===== config.mk =====
export PLATFORM = sky130hd
export DESIGN_NAME = serial_line_assembler_hex_escape
export DESIGN_NICKNAME = d
export VERILOG_FILES = /design/src/rtl/core/sla_pkg.sv /design/src/rtl/core/sla_ctrl.sv /design/src/rtl/core/sla_datapath.sv /design/src/rtl/core/serial_line_assembler_hex_escape.sv
export VERILOG_INCLUDE_DIRS = /design/src /design/src/rtl/core
export SDC_FILE = /design/constraint.sdc
export NUM_CORES = 1
export LEC_CHECK = 0
export BUFFER_PORTS_ARGS = -buffer_cell sky130_fd_sc_hd__buf_4
export CORE_MARGIN = 2
export CORE_UTILIZATION = 35
export CTS_CLUSTER_DIAMETER = 60
export DETAILED_ROUTE_END_ITERATION = 16
export GPL_TIMING_DRIVEN = 0
export PLACE_DENSITY = 0.5
export SYNTH_ARGS = -nofsm -noshare
export SYNTH_HDL_FRONTEND = slang
export SYNTH_SLANG_ARGS = --single-unit

===== constraint.sdc =====
create_clock -name clk -period 7.21 [get_ports clk]
set_input_delay 1.442 -clock clk [delete_from_list [all_inputs] [get_ports clk]]
set_output_delay 1.442 -clock clk [all_outputs]
set_load 0.02 [all_outputs]

===== src/rtl/core/assert_macros.svh =====
// ---------------------------------------------------------------------------
// Assertion macros
// Concurrent assertion wrappers, removable with NO_ASSERTIONS.
// ---------------------------------------------------------------------------
`ifndef ASSERT_MACROS_SVH
`define ASSERT_MACROS_SVH

`ifndef NO_ASSERTIONS

`define ASSERT_ALWAYS(lbl, clk, rst_n, prop, msg) \
    lbl: assert property (@(posedge clk) disable iff (!rst_n) (prop)) else $error(msg);

`define ASSERT_IMPLIES(lbl, clk, rst_n, pre, post, msg) \
    lbl: assert property (@(posedge clk) disable iff (!rst_n) (pre) |-> (post)) else $error(msg);

`define ASSERT_NEXT(lbl, clk, rst_n, pre, post, msg) \
    lbl: assert property (@(posedge clk) disable iff (!rst_n) (pre) |=> (post)) else $error(msg);

`else

`define ASSERT_ALWAYS(lbl, clk, rst_n, prop, msg)

`define ASSERT_IMPLIES(lbl, clk, rst_n, pre, post, msg)

`define ASSERT_NEXT(lbl, clk, rst_n, pre, post, msg)

`endif

`endif


===== src/rtl/core/sla_pkg.sv =====
`timescale 1ns / 1ps
// ---------------------------------------------------------------------------
// sla_pkg
// Shared types, constants and helpers of the serial line assembler.
// ---------------------------------------------------------------------------
package sla_pkg;

    localparam int DEFAULT_BUFFER_DEPTH = 64;

    localparam logic [7:0] CH_SPACE = 8'h20;
    localparam logic [7:0] CH_TILDE = 8'h7E;
    localparam logic [7:0] CH_HASH  = 8'h23;
    localparam logic [7:0] CH_CR    = 8'h0D;
    localparam logic [7:0] CH_LF    = 8'h0A;
    localparam int         NIB_BITS = 4;

    localparam logic [1:0] PH_TEXT = 2'd0;
    localparam logic [1:0] PH_HIGH = 2'd1;
    localparam logic [1:0] PH_LOW  = 2'd2;

    typedef enum logic [2:0] {
        ST_IDLE,
        ST_DECODE,
        ST_PACK,
        ST_DRAIN_LOAD,
        ST_DRAIN_OUT
    } sla_state_t;

    typedef struct packed {
        logic       load_byte;
        logic       clear_fill;
        logic       phase_set;
        logic [1:0] phase_val;
        logic       store_byte;
        logic       pack_read;
        logic       pack_write;
        logic       drain_start;
        logic       drain_read;
        logic       out_load;
    } sla_cmd_t;

    typedef struct packed {
        logic       byte_eol;
        logic       byte_print;
        logic       byte_hash;
        logic [1:0] phase;
        logic       fill_zero;
        logic       drain_last;
    } sla_status_t;

    function automatic logic [NIB_BITS-1:0] nibble_of(input logic [7:0] c);
        logic [NIB_BITS-1:0] n;
        n = '0;
        if (c >= 8'h30 && c <= 8'h39)
            n = NIB_BITS'(c - 8'h30);
        else if (c >= 8'h41 && c <= 8'h46)
            n = NIB_BITS'(c - 8'h41 + 8'd10);
        else if (c >= 8'h61 && c <= 8'h66)
            n = NIB_BITS'(c - 8'h61 + 8'd10);
        return n;
    endfunction

endpackage


===== src/rtl/core/sla_ctrl.sv =====
`timescale 1ns / 1ps
// ---------------------------------------------------------------------------
// sla_ctrl
// Sequencer for byte decode, hex packing and line drain.
// ---------------------------------------------------------------------------
module sla_ctrl
    import sla_pkg::*;
(
    input  logic        clk,
    input  logic        rst_n,
    input  logic        in_valid,
    input  logic        out_ready,
    input  sla_status_t status,
    output logic        in_ready,
    output logic        out_valid,
    output sla_cmd_t    cmd
);

    sla_state_t state_reg;
    sla_state_t state_next;

    always_ff @(posedge clk or negedge rst_n)
    begin
        if (!rst_n)
            state_reg <= ST_IDLE;
        else
            state_reg <= state_next;
    end

    always_comb
    begin
        state_next = state_reg;
        unique case (state_reg)
            ST_IDLE:
            begin
                if (in_valid)
                    state_next = ST_DECODE;
            end
            ST_DECODE:
            begin
                state_next = ST_IDLE;
                if (status.phase == PH_TEXT)
                begin
                    if (status.byte_eol && !status.fill_zero)
                        state_next = ST_DRAIN_LOAD;
                end
                else if (!status.byte_hash && status.phase == PH_LOW)
                    state_next = ST_PACK;
            end
            ST_PACK:
                state_next = ST_IDLE;
            ST_DRAIN_LOAD:
                state_next = ST_DRAIN_OUT;
            ST_DRAIN_OUT:
            begin
                if (out_ready)
                    state_next = status.drain_last ? ST_IDLE : ST_DRAIN_LOAD;
            end
            default:
                state_next = ST_IDLE;
        endcase
    end

    always_comb
    begin
        in_ready  = 1'b0;
        out_valid = 1'b0;
        cmd       = '0;
        unique case (state_reg)
            ST_IDLE:
            begin
                in_ready      = 1'b1;
                cmd.load_byte = in_valid;
            end
            ST_DECODE:
            begin
                if (status.phase == PH_TEXT)
                begin
                    if (!status.byte_eol && !status.byte_print)
                        cmd.clear_fill = 1'b1;
                    else if (status.byte_hash)
                    begin
                        cmd.phase_set = 1'b1;
                        cmd.phase_val = PH_HIGH;
                    end
                    else if (status.byte_eol)
                    begin
                        cmd.clear_fill  = status.fill_zero;
                        cmd.drain_start = !status.fill_zero;
                    end
                    else
                        cmd.store_byte = 1'b1;
                end
                else if (status.byte_hash)
                begin
                    cmd.phase_set = 1'b1;
                    cmd.phase_val = PH_TEXT;
                end
                else if (status.phase == PH_LOW)
                    cmd.pack_read = 1'b1;
                else
                begin
                    cmd.store_byte = 1'b1;
                    cmd.phase_set  = 1'b1;
                    cmd.phase_val  = PH_LOW;
                end
            end
            ST_PACK:
            begin
                cmd.pack_write = 1'b1;
                cmd.phase_set  = 1'b1;
                cmd.phase_val  = PH_HIGH;
            end
            ST_DRAIN_LOAD:
                cmd.out_load = 1'b1;
            ST_DRAIN_OUT:
            begin
                out_valid = 1'b1;
                if (out_ready)
                begin
                    cmd.clear_fill = status.drain_last;
                    cmd.drain_read = !status.drain_last;
                end
            end
            default:
                cmd = '0;
        endcase
    end

endmodule


===== src/rtl/core/sla_datapath.sv =====
`timescale 1ns / 1ps
// ---------------------------------------------------------------------------
// sla_datapath
// Line store, fill count, hex phase, drain index and output register.
// ---------------------------------------------------------------------------
module sla_datapath
    import sla_pkg::*;
#(
    parameter int BUFFER_DEPTH = DEFAULT_BUFFER_DEPTH
)
(
    input  logic        clk,
    input  logic        rst_n,
    input  logic [7:0]  rx_byte,
    input  sla_cmd_t    cmd,
    output sla_status_t status,
    output logic [7:0]  line_byte
);

    localparam int              AW       = $clog2(BUFFER_DEPTH);
    localparam logic [AW-1:0]   FILL_MAX = AW'(BUFFER_DEPTH - 1);

    logic [7:0]    line_store [BUFFER_DEPTH];
    logic [7:0]    byte_reg;
    logic [7:0]    rd_reg;
    logic [7:0]    out_reg;
    logic [AW-1:0] fill_reg;
    logic [AW-1:0] fill_next;
    logic [AW-1:0] idx_reg;
    logic [AW-1:0] idx_next;
    logic [1:0]    phase_reg;
    logic [1:0]    phase_next;
    logic [AW-1:0] last_addr;
    logic [AW-1:0] rd_addr;
    logic [AW-1:0] wr_addr;
    logic [7:0]    wr_data;
    logic          rd_en;
    logic          wr_en;

    assign last_addr = (fill_reg == '0) ? '0 : fill_reg - AW'(1);

    always_comb
    begin
        rd_en   = cmd.pack_read | cmd.drain_start | cmd.drain_read;
        rd_addr = idx_reg;
        if (cmd.pack_read)
            rd_addr = last_addr;
        else if (cmd.drain_start)
            rd_addr = '0;
        wr_en   = cmd.store_byte | cmd.pack_write;
        wr_addr = cmd.pack_write ? last_addr : fill_reg;
        wr_data = cmd.pack_write ? {nibble_of(rd_reg), nibble_of(byte_reg)} : byte_reg;
    end

    always_ff @(posedge clk)
    begin
        if (wr_en)
            line_store[wr_addr] <= wr_data;
        if (rd_en)
            rd_reg <= line_store[rd_addr];
        if (cmd.load_byte)
            byte_reg <= rx_byte;
        if (cmd.out_load)
            out_reg <= rd_reg;
    end

    always_comb
    begin
        fill_next = fill_reg;
        if (cmd.clear_fill)
            fill_next = '0;
        else if (cmd.store_byte && fill_reg != FILL_MAX)
            fill_next = fill_reg + AW'(1);

        idx_next = idx_reg;
        if (cmd.drain_start)
            idx_next = '0;
        else if (cmd.out_load)
            idx_next = idx_reg + AW'(1);

        phase_next = cmd.phase_set ? cmd.phase_val : phase_reg;
    end

    always_ff @(posedge clk or negedge rst_n)
    begin
        if (!rst_n)
        begin
            fill_reg  <= '0;
            idx_reg   <= '0;
            phase_reg <= PH_TEXT;
        end
        else
        begin
            fill_reg  <= fill_next;
            idx_reg   <= idx_next;
            phase_reg <= phase_next;
        end
    end

    always_comb
    begin
        status.byte_eol   = (byte_reg == CH_CR) || (byte_reg == CH_LF);
        status.byte_print = (byte_reg >= CH_SPACE) && (byte_reg <= CH_TILDE);
        status.byte_hash  = (byte_reg == CH_HASH);
        status.phase      = phase_reg;
        status.fill_zero  = (fill_reg == '0);
        status.drain_last = (idx_reg == fill_reg);
    end

    assign line_byte = out_reg;

endmodule


===== src/rtl/core/serial_line_assembler_hex_escape.sv =====
`timescale 1ns / 1ps
// ---------------------------------------------------------------------------
// serial_line_assembler_hex_escape
// Builds command lines from received bytes with a hex escape mode and
// drains each completed line one beat per byte.
//
//   channel | signals                     | carries
//   --------+-----------------------------+------------------------------
//   in      | in_valid, in_ready, rx_byte | one received byte per beat
//   out     | out_valid, out_ready,       | one line byte per beat,
//           | line_byte                   | first byte first
//
// A byte is accepted, then decoded; the low character of a hex pair then
// needs a pack step, as its read-modify-write waits on the registered
// store read. On a line end, each stored byte passes a drain load state
// and a drain output state that holds on output stalls (single read port).
// Reset clears fill count, drain index, hex phase and sequencer; store
// contents persist. No byte is taken while a line drains.
// ---------------------------------------------------------------------------
`include "assert_macros.svh"

module serial_line_assembler_hex_escape
    import sla_pkg::*;
#(
    parameter int BUFFER_DEPTH = DEFAULT_BUFFER_DEPTH
)
(
    input  logic       clk,
    input  logic       rst_n,
    input  logic       in_valid,
    output logic       in_ready,
    input  logic [7:0] rx_byte,
    output logic       out_valid,
    input  logic       out_ready,
    output logic [7:0] line_byte
);

    sla_cmd_t    cmd;
    sla_status_t status;

    sla_ctrl u_ctrl (
        .clk       (clk),
        .rst_n     (rst_n),
        .in_valid  (in_valid),
        .out_ready (out_ready),
        .status    (status),
        .in_ready  (in_ready),
        .out_valid (out_valid),
        .cmd       (cmd)
    );

    sla_datapath #(
        .BUFFER_DEPTH (BUFFER_DEPTH)
    ) u_datapath (
        .clk       (clk),
        .rst_n     (rst_n),
        .rx_byte   (rx_byte),
        .cmd       (cmd),
        .status    (status),
        .line_byte (line_byte)
    );

    `ASSERT_ALWAYS(a_no_overlap, clk, rst_n, !(in_ready && out_valid), "in and out active together")
    `ASSERT_NEXT(a_decode_gap, clk, rst_n, in_valid && in_ready, !in_ready, "byte taken during decode")
    `ASSERT_IMPLIES(a_pack_phase, clk, rst_n, cmd.pack_write, status.phase == PH_LOW, "pack outside low phase")

endmodule

==> results.md <==
* Die Width at roughly 260 um
* Gr ovfl total at 0
* I/O pin total at 22
* Clock transition at the registers of the reported paths at approximately 0.06 ns
* Largest net degree at the start of global routing at 36
* CORE AREA at around 66000 sq um
* Min Tclk post-route at between 5 and 6 ns
* Clock Tree Root: clkbuf_16
* Crit path arrival time at roughly 6 ns
* Mean post-synth cell area at about 14 sq um
* Placed cell area at 25100 sq um
* Filler cells at approximately 6100
* Simple-gate share of the synthesized area at 11.8%
* Hold_sp: u_datapath.rd_reg[6]
* Vias in the first global route at 15200
* Cell count of the worst hold path at 0
* Post-route cell area at 27100 sq um
* Layout cells sized above 1 at 11.3%
* DP HPWL at roughly 53000 um
* Cell mode on critical path: buf_2
* Startpoint Class: flop
* Final Cycle Share at 78.6%
* Biggest register: u_datapath.line_store
* Crit Path Class: reg -> reg
* Synthesis Warnings at 0
* Synth Register Bits at around 550
* Crit-path slowest cell: a211oi_1
* Hold Fails Final Rpt at 0
* Leading cell type in the layout, fill and taps excluded: edfxtp_1
* Worst-skew pair later-pin latency at between 0.6 and 0.7 ns
* Async set or reset register ratio after synthesis at 3.07%
* Vias per std cell at 5.73
* Routed WL at between 70000 and 80000 um
* Main flop type after synthesis: edfxtp_1
* Reg2reg start: u_datapath.fill_reg[0]
* Clk buf depth at 3
* Max Slew Vio Count at 8
* HP Class: reg -> reg
* Crit. End Element: flop
* Setup bufs post-CTS at 0
* Critical Path Source: u_datapath.fill_reg[0]
* Die Y at 263 um
* Crit path cell chain: buf_2 -> inv_1 -> ha_1 -> nand2b_1 -> clkbuf_1 -> o211ai_1 -> o211ai_2 -> nand2_1 -> buf_2 -> buf_2 -> clkbuf_1 -> a32oi_1 -> a211oi_1 -> o41ai_1 -> and4_1
* Total Routing Usage GR at about a fifth
* Syn nets at roughly 1800
* Antenna viol nets, final at 0
* VDD IR max at approximately 0.22 mV
* Power per Cell Area at about 420 nW/um^2
* Worst reg2reg setup slack at roughly 1.5 ns
* CTS-repair resized insts at 0
* Slew Limit Headroom at -2.34%
* Failing checks: slew limit
* Hold Crit Endpoint: u_datapath.line_byte[6]
* GPL Wtd Cong at between 0.8 and 0.9
* Status: complete, but fails checks
* Seq/Total Area, Yosys at between 70% and 80%
* Initial drt markers at 1629
* Clock Skews at roughly 0.032 ns
* CTS tree: built
* Hold_ws at roughly 0.55 ns
* ANT cells at 0
* Syn Inst Count at 1733
* CP max FO at 10
* Drt first pass iters at 8
* Fraction of the mapped netlist area in adder cells at 0.588%
* Number of I/O port buffers at 21
* Post-synthesis mux area share at 2.36%
* Crit path largest cell delay at between 0.7 and 0.8 ns
* Total die area at 68900 sq um
* Distinct cells, synth at between 70 and 80
* Synth-to-layout area growth at 15.7%
* DRC Markers at 0
* Initial antenna violation count at 2
* Final number of setup-violating endpoints at 0
* R2R Path End: u_datapath.rd_reg[5]
* TritonCTS Sinks at roughly 550
* FMAX at ~180 MHz
* H-tree depth at 2
* R2R cell count at 15
* Post-Syn Area at 23400 sq um
* Max reg flops at between 500 and 600
* Post-synth EDFFs at 536
* Detailed-route via count at between 15000 and 20000
* RSZ-0062 raised after global routing: no
* Row count at 94
* Most frequent cells in the layout: 536 x edfxtp_1, 167 x nand2_1, 133 x nand3_1
* Worst-margin pin slew at about 1.5 ns
* Post-CTS Hold Buffers at 0
* Drt wl/cell at approximately 27 um
* First-pass GRT wire length at approximately 110000 um
* Xor/xnor share of the synthesized area at 0.599%
* Req. time, crit path at about 7.6 ns
* Num CTS Buffers at between 60 and 70
* Synth Area in Compound Gates at between 10% and 20%
* Static leakage at between 8 and 9 nW
* Largest family of logic cells by synthesized area: simple AND/OR/NAND/NOR gates
* # Max-Cap Violations at 0
* Initial Util at between 30% and 40%
* NumNets Final at around 1900
critical path: cells and delay by family (launching register included):
kind                       cells  cell delay [ns]
AOI/OAI and AO/OA              5             2.27
adders and majority gates      1             0.28
buffers and inverters          6             1.88
DFF                            1             0.37
and+or+nand+nor                3             0.60
stage by stage:
stage	power [mW]	util, %	instances	setup WS [ns]	TNS (ns)
4_1_cts	11.3	41.0	2741	1.67	0
5_1_grt	11.7	41.0	2742	1.38	0
3_3_place_gp	8.13	37.3	2618	-3.28	-688.46
6_report	11.3	41.0	2742	1.54	0
2_1_floorplan	6.39	-	1733	1.99	0
3_5_place_dp	8.26	38.1	2634	1.64	0
Yosys cell counts, types with 18 or more instances:
library cell / instances / area (sq um)
a31oi_1: 30 / 188
edfxtp_1: 536 / 16100
o21ai_0: 123 / 616
nand2_1: 167 / 627
clkbuf_1: 79 / 297
a221oi_1: 18 / 158
nand4_1: 21 / 131
nor3_1: 23 / 115
buf_2: 25 / 125
and3_1: 50 / 313
mux2i_1: 27 / 270
a211oi_1: 22 / 165
nor2_1: 108 / 405
mux2_2: 25 / 282
a21oi_1: 66 / 330
nand3_1: 133 / 666
layer usage:
layer | track usage, % | vias up | wire, um
li1 | - | 6980 | -
met1 | 29.7 | 8049 | 33200
met2 | 32.8 | 566 | 33400
met3 | 3.93 | 125 | 4980
met4 | 6.66 | 4 | 2120
met5 | 0 | - | 31
power breakdown:
group	internal, mW	switching (mW)
logic	1.14	2.95
clock network	1.80	1.28
registers	4.08	0.0847
total	7.02	4.31
cell families after synthesis:
kind of cell	Yosys count
fa+ha+maj	11
xor+xnor	16
mux	52
compound gates	398
flops	553
buf+inv	135
simple gates	568
layout make-up:
| type | count | area (sq um) | share of cell area, % |
|---|---|---|---|
| Timing Repair Buffer | 38 | 528 | 1.95 |
| Sequential cell | 553 | 16500 | 61.0 |
| Clock inverter | 35 | 393 | 1.45 |
| Multi-Input combinational cell | 1045 | 6390 | 23.6 |
| Buffer | 120 | 543 | 2.01 |
| Tap cell | 864 | 1080 | 3.99 |
| Clock buffer | 72 | 1570 | 5.79 |
| Inverter | 15 | 56.3 | 0.208 |
worst max-delay path by stage:
stage / endpoint / slack (ns) / cells past startpoint
2_1_floorplan: u_datapath.line_store[0][7] / 1.99 / 6
3_3_place_gp: u_datapath.line_store[5][2] / -3.28 / 7
4_1_cts: u_datapath.rd_reg[5] / 1.67 / 15
5_1_grt: u_datapath.rd_reg[5] / 1.38 / 15
6_report: u_datapath.rd_reg[5] / 1.54 / 15
3_5_place_dp: u_datapath.rd_reg[5] / 1.64 / 15
(Power assumes the default switching activity.)
